===== src/rtl/core/csgc_pkg.sv =====
// Shared types, codes and the character decode for the set signature group counter.
`timescale 1ns / 1ps

package csgc_pkg;

   localparam int SET_W   = 62;
   localparam int CHAR_W  = 8;
   localparam int QIDX_W  = 10;
   localparam int MATCH_W = 11;
   localparam int FUNC_W  = 2;

   localparam logic [FUNC_W-1:0] FUNC_CHAR  = 2'd0;
   localparam logic [FUNC_W-1:0] FUNC_END   = 2'd1;
   localparam logic [FUNC_W-1:0] FUNC_QUERY = 2'd2;
   localparam logic [FUNC_W-1:0] FUNC_CLEAR = 2'd3;

   localparam logic [CHAR_W-1:0] CH_DIGIT_LO = 8'h30; // '0'
   localparam logic [CHAR_W-1:0] CH_DIGIT_HI = 8'h39; // '9'
   localparam logic [CHAR_W-1:0] CH_LOWER_LO = 8'h61; // 'a'
   localparam logic [CHAR_W-1:0] CH_LOWER_HI = 8'h7a; // 'z'
   localparam logic [CHAR_W-1:0] CH_UPPER_LO = 8'h41; // 'A'
   localparam logic [CHAR_W-1:0] CH_UPPER_HI = 8'h5a; // 'Z'
   localparam logic [CHAR_W-1:0] LOWER_BASE  = 8'd10;
   localparam logic [CHAR_W-1:0] UPPER_BASE  = 8'd36;

   typedef struct packed {
      logic add_char;
      logic end_str;
      logic clear;
      logic key_read;
      logic key_latch;
      logic scan_step;
      logic emit;
      logic emit_err;
   } csgc_cmd_type;

   typedef struct packed {
      logic room;
      logic query_ok;
      logic scan_done;
      logic full;
   } csgc_stat_type;

   // One-hot set bit for a character byte; zero for anything not alphanumeric.
   function automatic logic [SET_W-1:0] char_mask(input logic [CHAR_W-1:0] c);
      logic [CHAR_W-1:0] pos;
      logic              hit;
      pos = '0;
      hit = 1'b0;
      if (c >= CH_DIGIT_LO && c <= CH_DIGIT_HI) begin
         pos = c - CH_DIGIT_LO;
         hit = 1'b1;
      end else if (c >= CH_LOWER_LO && c <= CH_LOWER_HI) begin
         pos = c - CH_LOWER_LO + LOWER_BASE;
         hit = 1'b1;
      end else if (c >= CH_UPPER_LO && c <= CH_UPPER_HI) begin
         pos = c - CH_UPPER_LO + UPPER_BASE;
         hit = 1'b1;
      end
      char_mask = hit ? (SET_W'(1) << pos[5:0]) : '0;
   endfunction

endpackage


===== src/rtl/core/csgc_ctrl.sv =====
// Controller: sequences word intake, the key read, the store scan and the result.
`timescale 1ns / 1ps

module csgc_ctrl (
   input  logic                        clock,
   input  logic                        reset,
   input  logic                        in_valid,
   output logic                        in_ready,
   input  logic [csgc_pkg::FUNC_W-1:0] func,
   input  csgc_pkg::csgc_stat_type     stat,
   input  logic                        out_free,
   output csgc_pkg::csgc_cmd_type      cmd
);
   import csgc_pkg::*;

   localparam logic [1:0] ST_IDLE = 2'd0;
   localparam logic [1:0] ST_KEY  = 2'd1;
   localparam logic [1:0] ST_SCAN = 2'd2;
   localparam logic [1:0] ST_EMIT = 2'd3;

   logic [1:0] state_ff, state_in;
   logic       err_ff, err_in;
   logic       take;

   assign in_ready = (state_ff == ST_IDLE);
   assign take     = in_valid && in_ready;

   always_comb begin
      state_in = state_ff;
      err_in   = err_ff;
      cmd      = '0;
      unique case (state_ff)
         ST_IDLE: begin
            if (take) begin
               unique case (func)
                  FUNC_CHAR: begin
                     cmd.add_char = 1'b1;
                  end
                  FUNC_END: begin
                     cmd.end_str = 1'b1;
                     if (!stat.room) begin
                        err_in   = 1'b1;
                        state_in = ST_EMIT;
                     end
                  end
                  FUNC_QUERY: begin
                     if (stat.query_ok) begin
                        cmd.key_read = 1'b1;
                        err_in       = 1'b0;
                        state_in     = ST_KEY;
                     end else begin
                        err_in   = 1'b1;
                        state_in = ST_EMIT;
                     end
                  end
                  FUNC_CLEAR: begin
                     cmd.clear = 1'b1;
                  end
                  default: begin
                     cmd.clear = 1'b1;
                  end
               endcase
            end
         end
         ST_KEY: begin
            cmd.key_latch = 1'b1;
            state_in      = ST_SCAN;
         end
         ST_SCAN: begin
            cmd.scan_step = 1'b1;
            if (stat.scan_done) begin
               state_in = ST_EMIT;
            end
         end
         ST_EMIT: begin
            // hold until the output register can take the word
            if (out_free) begin
               cmd.emit     = 1'b1;
               cmd.emit_err = err_ff;
               state_in     = ST_IDLE;
            end
         end
         default: begin
            state_in = ST_IDLE;
         end
      endcase
   end

   always_ff @(posedge clock) begin
      if (reset) begin
         state_ff <= ST_IDLE;
         err_ff   <= 1'b0;
      end else begin
         state_ff <= state_in;
         err_ff   <= err_in;
      end
   end

endmodule


===== config.mk =====
export PLATFORM = sky130hd
export DESIGN_NAME = csgc_ctrl
export DESIGN_NICKNAME = d
export VERILOG_FILES = /design/src/rtl/core/csgc_pkg.sv /design/src/rtl/core/csgc_ctrl.sv
export SDC_FILE = /design/constraint.sdc
export NUM_CORES = 1
export LEC_CHECK = 0
export ABC_AREA = 1
export BUFFER_PORTS_ARGS = -buffer_cell sky130_fd_sc_hd__buf_2
export CORE_AREA = 2 2 39 41
export CTS_BUF_LIST = sky130_fd_sc_hd__clkbuf_16
export DETAILED_ROUTE_END_ITERATION = 12
export DIE_AREA = 0 0 41 43
export GPL_TIMING_DRIVEN = 1
export PLACE_DENSITY_LB_ADDON = 0.12
export SYNTH_ARGS = -nofsm -noshare
export SYNTH_HDL_FRONTEND = slang
export SYNTH_SLANG_ARGS = --single-unit

===== constraint.sdc =====
create_clock -name clock -period 3.05 [get_ports clock]
set_input_delay 0.1525 -clock clock [delete_from_list [all_inputs] [get_ports clock]]
set_output_delay 0.1525 -clock clock [all_outputs]
set_load 0.1 [all_outputs]

---- Word-level counts from Yosys, hierarchy flattened ----
Index checks and enable logic that the tools add are counted.
word-level totals
  register bits ........................... 3
  output and inout port bits .............. 9
operators by class
  eq/ne operators ......................... 12
  multiplexer cells ....................... 21
  reductions and logical operators ........ 6
operator list
  kind                  count
  $mux W2               7
  $mux W1               9
  $eq A2 B2 Y1 const B  4
  $mux W4               2
  $pmux W2 S4           1
  $ne A2 B2 Y1 const B  3
  $reduce_and A5 Y1     1
  $eq A2 B1 Y1 const B  2
  $logic_not A2 Y1      2
  $pmux W2 S2           1
  $reduce_and A4 Y1     1
  $ne A3 B1 Y1 const B  1
  $ne A3 B3 Y1 const B  1
  $ne A2 B1 Y1 const B  1
  $pmux W1 S2           1
  $reduce_bool A2 Y1    1
  $logic_and A1 B1 Y1   1

---- Depth between registers and ports, before layout ----
Gate-level depths: netlist of the first run.
  word-level depth ........................ 4
  mapped depth ............................ 8
  gate-level depth less buffers ........... 8

---- Least setup slack after synthesis of the first run ----
No wires, ideal clock.
  path kind ............................... reg2out
  from .................................... register state_ff[0]
  to ...................................... output cmd[6] (netlist name)
  arrival ................................. 3585 ps
  data required time ...................... 2897 ps
  path slack .............................. -687 ps
  stages on the path, launching flop included .. 5
  path through ............................ dfxtp_1 -> inv_1 -> ha_1 -> nand2_1 -> nor3_1
RTL lines
  what                    RTL line         text
  start, declared         csgc_ctrl.sv:21  logic [1:0] state_ff, state_in;
  start signal, assigned  csgc_ctrl.sv:94  state_ff <= state_in;
  end, declared           csgc_ctrl.sv:12  output csgc_pkg::csgc_cmd_type cmd

==> flow_summary.toml, run 1 <==
[sta]
fin_crit_sh = 0.586
whs_ns = 0.188
rsz0062_at_grt = "false"
worst_pin_slew_ns = 0.487
worst_slack_ns = 1.26
slew_viol_final = 0
timing.final.hold_violations = 0
post-route-min-period_ns = 1.79
clock_skew_ns = 0.000401
relSlewSlack = 0.677
clock.fmax_mhz = 559
setup_viol = 0

[clocking]
cts.clk_slew.worst_paths_ns = 0.03
cts_max_level = 1
cts_tree = "built"
ctsResizeCount = 0
cts_hold_buf = 0
clock_latency_ns = 0.22
cts_buffer_depth = 2
root_buffer = "clkbuf_16"
cts_made_buffers = 3
cts_num_sinks = 3
cts_setup_buffers = 0

[placed_design]
dp.cells = 82
pre_cts_slack_ns = 1.47
post_dp_cell_area_um2 = 404
portBuffers = 17
gp_congestion = 0.630
place_hpwl_um = 573

[synth]
ys_seq_elements = 3
yosysUniqueCellTypes = 12
syn_inst = 49
synth_nets = 64
ys_warn_count = 0
syn_avg_cell_area_um2 = 6.10
synth.cell_area_um2 = 299
ys_seq_area_frac = 0.201

[finish]
final_area_um2 = 483
drive_gt1_frac = 0.314
fin_cells = 86
diodes = 0
syn_to_final_growth_pct = 61.5
layout.nets = 86

[route]
drt_wl_total_um = 722
detail_route.iter0.violations = 2
drc = 0
wl_per_cell_um = 8.40
routed_via_density = 3.88
dr_total_vias = 334
dr.pass1.iters = 4
drtAntennaViolNets = 0

[power]
leakage_nw = 0.289
vdd_drop_max_v = 0.000617
p_per_area_nw_per_um2 = 1390

[worst_setup_path]
cp-end-kind = "output port"
critPathMaxFanout = 5
slowest_delay_ns = 0.45
cp_data_required_time_ns = 2.90
critPathKind = "register to output port"
start_kind = "register"
cp_slowest_cell = "buf_2"
arrival_ns = 1.64
path_cells = "inv_1 > ha_1 > nand2_1 > nor2_1 > buf_2"

[global_routing]
grt_pass1_wl_um = 931
busiest_layer = "met4"
grt_pass1_vias = 236
grt_use_met3 = 0.0628
grt_usage = 0.0943
grt_max_degree = 6
grt.met2_usage = 0.113
overflow = 0
antenna_found_initial = 0
met1_usage = 0.0801

[min_path]
hp-class = "input port to register"

[die]
std_cell_rows = 14
ios = 19
die_height_um = 43
core_um2 = 1380
die_x_um = 41
dieArea_um2 = 1760
initial_utilization = 0.216

[status]
status = "finished clean"

[flow_run]
maxCapViolCount = 0
synthesized netlist by cell type:
library cell | number | area [um^2]
nand3_2 | 1 | 10.0
ha_1 | 5 | 62.6
dfxtp_1 | 3 | 60.1
nor3_1 | 2 | 10.0
o21ai_1 | 1 | 5.00
nor2_1 | 8 | 30.0
o22ai_1 | 1 | 6.26
inv_1 | 12 | 45.0
nand3_1 | 3 | 15.0
nand2_2 | 1 | 6.26
nand2_1 | 9 | 33.8
a21oi_1 | 3 | 15.0
area by class of cell:
class	instances	area [um^2]
flip-flops and latches	3	60.1
fillers	157	901
well taps	16	20.0
clock buffers	3	75.1
inverters	12	45.0
repair buffers	17	85.1
multi-input cells	34	194
clock inverters	1	3.75
cell families (layout without fill, tap and decap cells):
family | Yosys count | after routing | synth area share
flip-flops | 3 | 3 | 0.201
adder cells (fa/ha/maj) | 5 | 5 | 0.209
AO/OA/AOI/OAI | 5 | 5 | 0.0878
buffers and inverters | 12 | 33 | 0.151
AND/OR/NAND/NOR | 24 | 24 | 0.351
power breakdown:
group | internal, mW | switching [mW] | total, mW
combinational | 0.0823 | 0.313 | 0.395
sequential | 0.0550 | 0.0140 | 0.0690
clock | 0.169 | 0.0362 | 0.205
total | 0.306 | 0.363 | 0.669
layer usage:
| metal | wire (um) | up-vias |
|---|---|---|
| met3 | 84 | 4 |
| li1 | - | 189 |
| met1 | 313 | 128 |
| met4 | 40 | 0 |
| met5 | 0 | - |
| met2 | 284 | 13 |
worst max-delay path: cells and delay by family (launching register included):
family,cells,cell delay (ns)
and+or+nand+nor,2,0.31
DFF,1,0.33
adders and majority gates,1,0.21
buffers and inverters,2,0.56
metrics by stage:
step / power, mW / TNS [ns] / util
floorplan: 0.420 / -1.45 / -
global placement: 0.469 / 0 / 0.292
detailed placement: 0.468 / 0 / 0.292
CTS: 0.680 / 0 / 0.349
global route: 0.708 / 0 / 0.349
finish: 0.669 / 0 / 0.349
cell usage in the layout (no fill, tap or decap):
master,netlist,final
o22ai_1,1,1
a21oi_1,3,3
nor3_1,2,2
nor2_1,8,8
nand3_2,1,1
ha_1,5,5
dfxtp_1,3,3
clkbuf_16,0,3
inv_1,12,13
nand3_1,3,3
nand2_2,1,1
buf_2,0,17
nand2_1,9,9
o21ai_1,1,1
registers in the layout, indices dropped and copies added (netlist names):
register  count
state_ff      2
err_ff        1
worst paths after layout:
| path | start | to | slack, ns | cells after the start |
|---|---|---|---|---|
| worst max-delay path | state_ff[0]$_SDFFE_PP0P_ | cmd[4] | 1.26 | 5 |
| worst min-delay path | reset | err_ff$_SDFFE_PP0P_ | 0.19 | 4 |
| worst max register to register | state_ff[0]$_SDFFE_PP0P_ | state_ff[1]$_SDFFE_PP0P_ | 1.77 | 8 |
| worst min register to register | err_ff$_SDFFE_PP0P_ | err_ff$_SDFFE_PP0P_ | 0.54 | 4 |
Power figures use the tool's default switching activity.
==> inputs of run 2 (changes only) <==
clock period = 1.6 ns   (was 3.05 ns; I/O delays follow)
==> flow_summary.toml, run 2 (synthesis results as in run 1) <==
[worst_setup_path]
cp_data_required_time_ns = 1.52
start_kind = "register"
r2r_slack_ns = 0.41
critPathMaxFanout = 4
cp-endpoint = "cmd[0]"
path_cells = "ha_1 > nand2_1 > nor2_2 > buf_2"
cp_slowest_cell = "buf_2"
rr_startpoint = "state_ff[0]$_SDFFE_PP0P_"
path_depth = 4
critPathBufInv = 1
cp-end-kind = "output port"
critPathKind = "register to output port"
r2r-end = "state_ff[0]$_SDFFE_PP0P_"
arrival_ns = 1.32
slowest_delay_ns = 0.42
rr_worst_depth = 7
crit_family = "buffers and inverters"
critPathLaunch = "state_ff[0]$_SDFFE_PP0P_"

[sta]
worst_pin_slew_ns = 0.484
fin_crit_sh = 0.873
fin_tns_setup_ns = 0
timing.final.hold_violations = 0
relSlewSlack = 0.679
setup_viol = 0
rsz0062_at_grt = "false"
post-route-min-period_ns = 1.40
slew_viol_final = 0
worst_slack_ns = 0.203
whs_ns = 0.123
clock.fmax_mhz = 716
clock_skew_ns = 0.00111

[placed_design]
gp_congestion = 0.736
place_hpwl_um = 581
dp.cells = 82
post_dp_cell_area_um2 = 538
portBuffers = 17
pre_cts_slack_ns = 0.410

[route]
dr.pass1.iters = 2
routed_via_density = 3.87
dr_total_vias = 333
drc = 0
detail_route.iter0.violations = 1
drt_wl_total_um = 691
drtAntennaViolNets = 0
wl_per_cell_um = 8.03

[clocking]
cts_hold_buf = 0
clock_latency_ns = 0.22
cts_made_buffers = 3
cts.clk_slew.worst_paths_ns = 0.03
cts_max_level = 1
root_buffer = "clkbuf_16"
cts_buffer_depth = 2
ctsResizeCount = 0
cts_setup_buffers = 0
cts_tree = "built"
cts_num_sinks = 3

[power]
combPwrFrac = 0.629
swShare = 0.528
seq_power_share = 0.100
vdd_drop_max_v = 0.00104
p_total_mw = 1.43
p_per_area_nw_per_um2 = 2320
leakage_nw = 0.309
pwr-share-clk = 0.271
power.switching_mw = 0.755
p_int_mw = 0.674

[finish]
diodes = 0
drive_gt1_frac = 0.486
syn_to_final_growth_pct = 106
fin_cells = 86
layout.nets = 86
regMostFlops = "state_ff"
largest_register_ffs = 2
layout_commonest_cell = "buf_2"
final_cell_mix = "13 x buf_2, 11 x inv_1, 8 x nand2_1"
final_area_um2 = 617
post-route-util = 0.446
reg_top3 = "state_ff (2), err_ff (1)"

[global_routing]
grt_usage = 0.0982
antenna_found_initial = 0
grt_pass1_vias = 287
overflow = 0
grt_max_degree = 6
grt_pass1_wl_mm = 1.15

[status]
status = "finished clean"

[flow_run]
maxCapViolCount = 0

[die]
core_um2 = 1380
initial_utilization = 0.216
std_cell_rows = 14
ios = 19
dieArea_um2 = 1760
die_height_um = 43
die_x_um = 41

[min_path]
hp-class = "input port to register"
worstHoldPathCells = 4
## run 2: cell types whose count changed in the layout (fill, tap and decap cells not counted), moves of 2 or more
| cell | change |
|---|---|
| nor3_1 | -2 |
| inv_1 | -2 |
| dfxtp_2 | +2 |
| nor3_4 | +2 |
| nor2_1 | -3 |
| buf_2 | -4 |
| ha_1 | -2 |
| buf_12 | +4 |
| inv_2 | +2 |
| nor2_4 | +2 |
| dfxtp_1 | -2 |
## run 2: power by group through the flow
stage / Sequential, mW / Combinational (mW) / Clock [mW]
finish: 0.143 / 0.899 / 0.387
global route: 0.146 / 0.973 / 0.406
CTS: 0.144 / 0.912 / 0.396
detailed placement: 0.145 / 0.909 / 0
global placement: 0.145 / 0.909 / 0
floorplan: 0.136 / 0.795 / 0
## run 2: worst min-delay path by stage
stage / from / to / slack, ns
final: reset / state_ff[0]$_SDFFE_PP0P_ / 0.12
after global routing: reset / state_ff[1]$_SDFFE_PP0P_ / 0.15
after CTS: reset / state_ff[0]$_SDFFE_PP0P_ / 0.12
after detailed placement: reset / state_ff[0]$_SDFFE_PP0P_ / 0.35
after global placement: reset / state_ff[0]$_SDFFE_PP0P_ / 0.35
after floorplan: reset / state_ff[0]$_SDFFE_PP0P_ / 0.24
## run 2: area by class of cell
type                    count  area (um^2)
repair buffers             17          145
inverters                  12         45.0
fillers                   143          767
flip-flops and latches      3         62.6
well taps                  16         20.0
clock inverters             1         3.75
clock buffers               3         75.1
multi-input cells          34          265
## run 2: metal layers
layer  GRT usage  vias to the layer above  part of all wire
met5           0                        -                 0
li1            -                      192                 -
met3      0.0471                        0             0.051
met2       0.116                        8              0.44
met4      0.0600                        0                 0
met1       0.137                      133              0.51
## run 2: tightest hold or removal path: stages
cell     delay (ns)
buf_2          0.07
inv_1          0.05
nand2_1        0.06
nor2_1         0.03
